File: src/design/bsa_pkg.sv
// bsa_pkg: shared types, sizes and codes for the banker's safe allocator
// no dependencies; imported by bsa_lane and bankers_safe_allocator
package bsa_pkg;

    localparam int NPROC     = 5;
    localparam int NRES      = 5;
    localparam int UNIT_W    = 4;
    localparam int VEC_W     = NRES * UNIT_W;
    localparam int PIDX_W    = $clog2(NPROC);
    // work vector holds free units plus everything held, so it never wraps
    localparam int WORK_W    = UNIT_W + $clog2(NPROC + 1);
    localparam int CFG_IDX_W = 3;

    // register index of the total-units register, claims sit below it
    localparam logic [CFG_IDX_W-1:0] CFG_TOTAL = CFG_IDX_W'(NPROC);

    // command decode: bit 1 alone selects clear
    localparam int         CMD_CLEAR_BIT = 1;
    localparam logic [1:0] CMD_RELEASE   = 2'd1;

    localparam logic [VEC_W-1:0] TOTAL_RESET = 20'h11111;
    localparam logic [VEC_W-1:0] FREE_RESET  = 20'h11111;
    localparam logic [NPROC-1:0][VEC_W-1:0] CLAIM_RESET =
        {20'd17, 20'd24, 20'd12, 20'd6, 20'd3};

    typedef enum logic [2:0] {
        ST_GRANTED    = 3'd0,
        ST_NOT_FREE   = 3'd1,
        ST_UNSAFE     = 3'd2,
        ST_OVER_CLAIM = 3'd3,
        ST_RELEASED   = 3'd4,
        ST_CLEARED    = 3'd5
    } status_t;

    typedef struct packed {
        logic [1:0]       cmd;
        logic [2:0]       proc_index;
        logic [VEC_W-1:0] request_units;
    } in_item_t;

    typedef struct packed {
        status_t          status;
        logic [VEC_W-1:0] free_units;
    } out_item_t;

    typedef struct packed {
        logic load;
        logic add;
    } lane_ctrl_t;

endpackage

File: src/design/bsa_lane.sv
// bsa_lane: one resource lane of the safety test, need vs work compare
// depends on bsa_pkg
module bsa_lane
    import bsa_pkg::*;
(
    input  logic              clk,
    input  lane_ctrl_t        ctrl,
    input  logic [UNIT_W-1:0] seed,
    input  logic [UNIT_W-1:0] claim,
    input  logic [UNIT_W-1:0] held,
    output logic              ok
);

    logic [WORK_W-1:0] work_reg;
    logic [WORK_W-1:0] work_next;
    logic [UNIT_W-1:0] need;

    // held above claim means nothing more is needed
    assign need = (claim > held) ? (claim - held) : '0;
    assign ok   = WORK_W'(need) <= work_reg;

    always_comb
    begin
        work_next = work_reg;
        if (ctrl.load)
        begin
            work_next = WORK_W'(seed);
        end
        else if (ctrl.add)
        begin
            work_next = work_reg + WORK_W'(held);
        end
    end

    always_ff @(posedge clk)
    begin
        work_reg <= work_next;
    end

endmodule

File: src/design/bankers_safe_allocator.sv
// bankers_safe_allocator: clear, release and refused requests pass from accept through the
// exec and post states to out_valid; a request that runs the safety test also passes through
// the scan state, which checks one process per cycle, in whole passes only.
// one item at a time; the next item can be taken once the result is registered, even
// while that result still waits for out_ready.
// rst_n is asynchronous active low: free counts one unit each, table empty, claims default.
module bankers_safe_allocator
    import bsa_pkg::*;
(
    input  logic                 clk,
    input  logic                 rst_n,
    input  logic                 cfg_we,
    input  logic [CFG_IDX_W-1:0] cfg_index,
    input  logic [VEC_W-1:0]     cfg_data,
    input  logic                 in_valid,
    output logic                 in_ready,
    input  in_item_t             in_data,
    output logic                 out_valid,
    input  logic                 out_ready,
    output out_item_t            out_data
);

    // sequencer states
    typedef enum logic [3:0] {
        S_IDLE = 4'b0001,
        S_EXEC = 4'b0010,
        S_SCAN = 4'b0100,
        S_POST = 4'b1000
    } state_t;

    state_t                       state_reg, state_next;
    in_item_t                     item_reg;

    // configuration registers
    logic [NPROC-1:0][VEC_W-1:0]  claim_reg;
    logic [VEC_W-1:0]             total_reg;

    // allocation state
    logic [VEC_W-1:0]             free_reg, free_next;
    logic [NPROC-1:0][VEC_W-1:0]  held_reg, held_next;

    // copies taken before a tentative allocation, used for rollback
    logic [VEC_W-1:0]             free_save_reg, free_save_next;
    logic [VEC_W-1:0]             held_save_reg, held_save_next;

    // safety scan bookkeeping
    logic [PIDX_W-1:0]            ptr_reg, ptr_next;
    logic [NPROC-1:0]             done_reg, done_next;
    logic                         progress_reg, progress_next;

    // result staging and output register
    status_t                      res_status_reg, res_status_next;
    logic                         out_valid_reg, out_valid_next;
    out_item_t                    out_data_reg, out_data_next;

    // shared row read: item's process in exec, scan pointer in scan
    logic                         p_ok;
    logic [PIDX_W-1:0]            p_idx;
    logic [PIDX_W-1:0]            rd_idx;
    logic [VEC_W-1:0]             held_row;
    logic [VEC_W-1:0]             claim_row;
    logic [VEC_W-1:0]             req;

    // per-resource request checks and updates
    logic [NRES-1:0]              over_vec;
    logic [NRES-1:0]              short_vec;
    logic [VEC_W-1:0]             free_tent;
    logic [VEC_W-1:0]             held_tent;
    logic [NRES-1:0][UNIT_W:0]    rel_sum;
    logic [VEC_W-1:0]             free_rel;

    // lanes and merge
    lane_ctrl_t                   lane_ctrl;
    logic                         lane_load;
    logic [NRES-1:0]              lane_ok;
    logic                         can;
    logic [NPROC-1:0]             done_upd;
    logic                         prog_now;
    logic                         last;

    assign in_ready  = (state_reg == S_IDLE);
    assign out_valid = out_valid_reg;
    assign out_data  = out_data_reg;

    assign req       = item_reg.request_units;
    assign p_ok      = int'(item_reg.proc_index) < NPROC;
    // out-of-range process reads row zero, the data goes unused
    assign p_idx     = p_ok ? item_reg.proc_index[PIDX_W-1:0] : '0;
    assign rd_idx    = (state_reg == S_SCAN) ? ptr_reg : p_idx;
    assign held_row  = held_reg[rd_idx];
    assign claim_row = claim_reg[rd_idx];

    // claim check, free check, tentative allocation and release, all per resource
    always_comb
    begin
        for (int j = 0; j < NRES; j++)
        begin
            over_vec[j] = ({1'b0, held_row[j*UNIT_W +: UNIT_W]}
                          + {1'b0, req[j*UNIT_W +: UNIT_W]})
                          > {1'b0, claim_row[j*UNIT_W +: UNIT_W]};
            short_vec[j] = req[j*UNIT_W +: UNIT_W] > free_reg[j*UNIT_W +: UNIT_W];
            free_tent[j*UNIT_W +: UNIT_W] = free_reg[j*UNIT_W +: UNIT_W]
                                            - req[j*UNIT_W +: UNIT_W];
            held_tent[j*UNIT_W +: UNIT_W] = held_row[j*UNIT_W +: UNIT_W]
                                            + req[j*UNIT_W +: UNIT_W];
            rel_sum[j] = {1'b0, free_reg[j*UNIT_W +: UNIT_W]}
                         + {1'b0, held_row[j*UNIT_W +: UNIT_W]};
            // release saturates at the field maximum
            free_rel[j*UNIT_W +: UNIT_W] = rel_sum[j][UNIT_W] ? '1 : rel_sum[j][UNIT_W-1:0];
        end
    end

    // one lane per resource; each keeps its own work count
    assign lane_ctrl = '{load: lane_load, add: can};

    for (genvar j = 0; j < NRES; j++)
    begin : g_lane
        bsa_lane u_lane (
            .clk   (clk),
            .ctrl  (lane_ctrl),
            .seed  (free_tent[j*UNIT_W +: UNIT_W]),
            .claim (claim_row[j*UNIT_W +: UNIT_W]),
            .held  (held_row[j*UNIT_W +: UNIT_W]),
            .ok    (lane_ok[j])
        );
    end

    // merge: the process can finish only if every lane agrees
    assign can  = (state_reg == S_SCAN) && (&lane_ok) && !done_reg[ptr_reg];
    assign last = (ptr_reg == PIDX_W'(NPROC - 1));

    always_comb
    begin
        done_upd = done_reg;
        if (can)
        begin
            done_upd[ptr_reg] = 1'b1;
        end
    end

    assign prog_now = progress_reg | can;

    // main sequencer
    always_comb
    begin
        state_next      = state_reg;
        free_next       = free_reg;
        held_next       = held_reg;
        free_save_next  = free_save_reg;
        held_save_next  = held_save_reg;
        ptr_next        = ptr_reg;
        done_next       = done_reg;
        progress_next   = progress_reg;
        res_status_next = res_status_reg;
        out_valid_next  = out_valid_reg && !out_ready;
        out_data_next   = out_data_reg;
        lane_load       = 1'b0;

        case (state_reg)
            S_IDLE:
            begin
                if (in_valid)
                begin
                    state_next = S_EXEC;
                end
            end

            S_EXEC:
            begin
                state_next = S_POST;
                if (item_reg.cmd[CMD_CLEAR_BIT])
                begin
                    // clear reloads free counts and empties the table
                    free_next       = total_reg;
                    held_next       = '0;
                    res_status_next = ST_CLEARED;
                end
                else if (item_reg.cmd == CMD_RELEASE)
                begin
                    if (p_ok)
                    begin
                        free_next        = free_rel;
                        held_next[p_idx] = '0;
                    end
                    res_status_next = ST_RELEASED;
                end
                else if (!p_ok || (|over_vec))
                begin
                    res_status_next = ST_OVER_CLAIM;
                end
                else if (|short_vec)
                begin
                    res_status_next = ST_NOT_FREE;
                end
                else
                begin
                    // tentative allocation, then the safety scan
                    free_save_next   = free_reg;
                    held_save_next   = held_row;
                    free_next        = free_tent;
                    held_next[p_idx] = held_tent;
                    lane_load        = 1'b1;
                    ptr_next         = '0;
                    done_next        = '0;
                    progress_next    = 1'b0;
                    state_next       = S_SCAN;
                end
            end

            S_SCAN:
            begin
                done_next     = done_upd;
                progress_next = prog_now;
                if (!last)
                begin
                    ptr_next = ptr_reg + 1'b1;
                end
                else if (&done_upd)
                begin
                    res_status_next = ST_GRANTED;
                    state_next      = S_POST;
                end
                else if (prog_now)
                begin
                    // another pass while something finished this one
                    ptr_next      = '0;
                    progress_next = 1'b0;
                end
                else
                begin
                    // unsafe: roll the tentative allocation back
                    free_next        = free_save_reg;
                    held_next[p_idx] = held_save_reg;
                    res_status_next  = ST_UNSAFE;
                    state_next       = S_POST;
                end
            end

            S_POST:
            begin
                // hand the result over once the output register is free
                if (!out_valid_reg || out_ready)
                begin
                    out_valid_next = 1'b1;
                    out_data_next  = '{status: res_status_reg, free_units: free_reg};
                    state_next     = S_IDLE;
                end
            end

            default:
            begin
                state_next = S_IDLE;
            end
        endcase
    end

    // control and allocation state
    always_ff @(posedge clk or negedge rst_n)
    begin
        if (!rst_n)
        begin
            state_reg     <= S_IDLE;
            free_reg      <= FREE_RESET;
            held_reg      <= '0;
            ptr_reg       <= '0;
            done_reg      <= '0;
            progress_reg  <= 1'b0;
            out_valid_reg <= 1'b0;
            claim_reg     <= CLAIM_RESET;
            total_reg     <= TOTAL_RESET;
        end
        else
        begin
            state_reg     <= state_next;
            free_reg      <= free_next;
            held_reg      <= held_next;
            ptr_reg       <= ptr_next;
            done_reg      <= done_next;
            progress_reg  <= progress_next;
            out_valid_reg <= out_valid_next;
            // config writes; indexes past the total register are dropped
            if (cfg_we)
            begin
                for (int i = 0; i < NPROC; i++)
                begin
                    if (cfg_index == CFG_IDX_W'(i))
                    begin
                        claim_reg[i] <= cfg_data;
                    end
                end
                if (cfg_index == CFG_TOTAL)
                begin
                    total_reg <= cfg_data;
                end
            end
        end
    end

    // payload registers
    always_ff @(posedge clk)
    begin
        if (in_valid && in_ready)
        begin
            item_reg <= in_data;
        end
        free_save_reg  <= free_save_next;
        held_save_reg  <= held_save_next;
        res_status_reg <= res_status_next;
        out_data_reg   <= out_data_next;
    end

`ifndef SYNTH
    a_ptr_range: assert property (@(posedge clk) disable iff (!rst_n)
        int'(ptr_reg) < NPROC)
        else $error("scan pointer out of range");

    a_grant_all_done: assert property (@(posedge clk) disable iff (!rst_n)
        (state_reg == S_POST && res_status_reg == ST_GRANTED) |-> (&done_reg))
        else $error("grant without every process finishing");

    a_unsafe_rollback: assert property (@(posedge clk) disable iff (!rst_n)
        (state_reg == S_SCAN && state_next == S_POST && res_status_next == ST_UNSAFE)
        |=> (free_reg == free_save_reg))
        else $error("free counts not restored after unsafe request");

    a_result_free: assert property (@(posedge clk) disable iff (!rst_n)
        $rose(out_valid_reg) |-> (out_data_reg.free_units == free_reg))
        else $error("result free units differ from free counts");

    a_accept_exec: assert property (@(posedge clk) disable iff (!rst_n)
        (in_valid && in_ready) |=> (state_reg == S_EXEC))
        else $error("accepted item not executed");
`endif

endmodule
File: config.mk
export PLATFORM = sky130hd
export DESIGN_NAME = bankers_safe_allocator
export DESIGN_NICKNAME = d
export VERILOG_FILES = /design/src/design/bsa_pkg.sv /design/src/design/bsa_lane.sv /design/src/design/bankers_safe_allocator.sv
export SDC_FILE = /design/constraint.sdc
export NUM_CORES = 1
export LEC_CHECK = 0
export BUFFER_PORTS_ARGS = -buffer_cell sky130_fd_sc_hd__clkbuf_2
export CAP_MARGIN = 10
export CORE_MARGIN = 1
export CORE_UTILIZATION = 55
export DETAILED_ROUTE_END_ITERATION = 10
export PLACE_DENSITY = 0.72
export RECOVER_POWER = 100
export SLEW_MARGIN = 20
export SYNTH_ARGS = -nofsm -noshare
export SYNTH_HDL_FRONTEND = slang
export SYNTH_HIERARCHICAL = 1
export SYNTH_SLANG_ARGS = --single-unit
File: constraint.sdc
create_clock -name clk -period 9.35 [get_ports clk]
set_clock_uncertainty 0.05 [all_clocks]
set_input_delay 0.935 -clock clk [delete_from_list [all_inputs] [get_ports clk]]
set_output_delay 0.935 -clock clk [all_outputs]
set_load 0.005 [all_outputs]
==> results.toml <==
[run_status]
outcome = "finished with violations"
violations = "capacitance limit, slew limit"

[min_path]
hp-start = "res_status_reg[0]"
hp-class = "reg2reg"
hold_depth = 0
hold_end = "out_data[20]"

[power_and_ir_drop]
pwr-share-clk = 0.248
vdd_drop_max_mv = 0.174
seq_power_share = 0.332
p_int_mw = 4.31
p_sw_mw = 2.71
p_comb_frac = 0.420
cellPowerDensity_nw_per_um2 = 298
p_leak_nw = 10.2
total_power_mw = 7.02
switching_share = 0.386

[synthesis]
yosys.area.top_type = "dfrtp_1"
yosys.cell_types.count = 66
synthesis.nets = 2113
yosysTopAreaCellShare = 0.273
ys_ff_latch = 380
syn_inst = 1893
ys_seq_area_frac = 0.470
async_flop_share = 0.668
synth_most_common_cell = "dfrtp_1"
synth_edf_count = 111
synth_top_cells_by_count = "233 x dfrtp_1, 155 x mux2_2, 151 x inv_1, 142 x ha_1, 122 x nand2_1"
ys.flop_type = "dfrtp_1"
netlist_area_um2 = 21300
synth_warnings = 6
syn_area_per_cell_um2 = 11.3
synthTopCellsByArea = "dfrtp_1 27%, edfxtp_1 16%, ha_1 8.3%"

[setup_path]
path_max_fanout = 55
reg2reg_depth = 26
worst-path-buf-inv = 4
crit_slowest_cell = "nor4b_2"
max_stage_delay_ps = 820
crit_required_ps = 9770
rr_startpoint = "state_reg[1]"
cp_top_family = "compound AO/OA/AOI/OAI gates"
r2r_end = "held_reg[3]"
worst-r2r-setup-slack_ps = 950
arrival_ps = 8830
critPathKind = "reg2reg"
end_kind = "flip-flop"
critPathLaunchType = "flip-flop"
crit_top_cell = "a21oi_1"

[layout]
layout.nets = 2171
utilization = 0.621
syn_to_final_growth_pct = 10.4
drive_above_1_share = 0.175
diodes = 0
design_area_um2 = 23600
stdcell_count = 2497

[clock_tree]
cts_setup_buffers = 0
cts_tree = "done"
cts_sinks = 380
cts_resized = 0
cts_buffers = 43
cts_root_buf = "clkbuf_16"
htree_levels = 2
ctsHoldBuffers = 0
cts_buffer_depth = 3
insertion_delay_ps = 590
clk_pin_slew_ps = 60

[global_routing]
grtUsageTotal = 0.305
grt_overflow = 0
grt_start_max_net_pins = 121
grt_pass1_vias = 15500
antenna_found_initial = 0
grt_first_pass_wirelength_um = 91100

[sta]
rsz0062_at_grt = "false"
setup_viol = 0
period_minus_slack_ps = 8400
slew-limit-headroom = -3.60
finalCritPeriodShare = 0.899
whs_ps = 374
slew_viol_final = 370
max_clock_freq_ghz = 0.119
worst_slack_ps = 949
worst_pin_slew_ps = 6890
setup_tns_ps = 0
final-hold-violation-count = 0

[die]
die_area_um2 = 39600
die-height_um = 199
initial_core_util = 0.562
row_count = 71
ioPinCount = 78
die_x_um = 199
core_um2 = 37900

[run]
cap_violations = 6

[drt]
viasPerCell = 6.27
first_pass_iters = 5
routed_wl_um = 58200
routedWlPerCell_um = 23.3
drtIter0Drc = 1332
num_vias = 15600
drcViolationCount = 0
drtAntennaViolNets = 0

[place]
gp_congestion = 0.965
post-place-ws_ps = 1280
place_area_um2 = 22300
io_buffers = 77
dpl.hpwl_um = 40500
place_inst = 2417
==> cell families (layout without fill, tap and decap cells) <==
group           after synthesis  in the layout  synth area share
compound gates              436            436             0.143
simple gates                397            397            0.0901
flops                       380            380             0.470
buf+inv                     243            336            0.0444
mux                         221            221             0.126
fa+ha+maj                   167            167             0.107
xor+xnor                     49             49            0.0201
==> final cells by class <==
class | count | area (um2)
Fill cell | 3077 | 14400
Multi-Input combinational cell | 1270 | 10400
Sequential cell | 380 | 10000
Clock buffer | 61 | 1170
Tap cell | 511 | 639
Inverter | 151 | 567
Timing Repair Buffer | 105 | 523
Clock inverter | 19 | 263
==> worst max path at each step <==
stage                  from               end  slack [ps]  cells after the start
2_1_floorplan  state_reg[1]  free_save_reg[0]        1520                     18
3_3_place_gp   state_reg[1]      held_reg[82]        1540                     26
3_5_place_dp   state_reg[1]      held_reg[84]        1280                     26
4_1_cts        state_reg[1]      held_reg[91]        1290                     26
5_1_grt        state_reg[1]      held_reg[11]         560                     25
6_report       state_reg[1]       held_reg[3]         950                     26
==> routing by layer <==
layer	vias to the layer above	GRT usage	routed length, um
li1	7073	-	-
met1	7763	0.425	24700
met2	686	0.471	26100
met3	123	0.0661	5500
met4	0	0.103	1870
met5	-	0	0
==> power by group through the flow <==
| stage | Combinational [mW] | Clock, mW | Sequential, mW |
|---|---|---|---|
| floorplan | 2.13 | 0 | 2.24 |
| global placement | 2.82 | 0 | 2.34 |
| detailed placement | 2.91 | 0 | 2.35 |
| CTS | 2.93 | 1.76 | 2.33 |
| global route | 3.27 | 1.83 | 2.37 |
| finish | 2.95 | 1.74 | 2.34 |
==> cells in the final DEF, fill, tap and decap left out, types with 30 or more instances in the layout <==
cell	instances
dfrtp_1	233
mux2_2	152
inv_1	151
ha_1	142
nand2_1	123
edfxtp_1	111
a21oi_1	78
nor2_1	70
o2bb2ai_1	69
o21ai_0	67
nand3_1	57
clkbuf_1	55
clkbuf_2	51
nor3_1	46
clkbuf_16	43
mux2i_1	41
o22ai_1	37
a21o_1	34
xnor2_1	30
(Power assumes the default switching activity.)
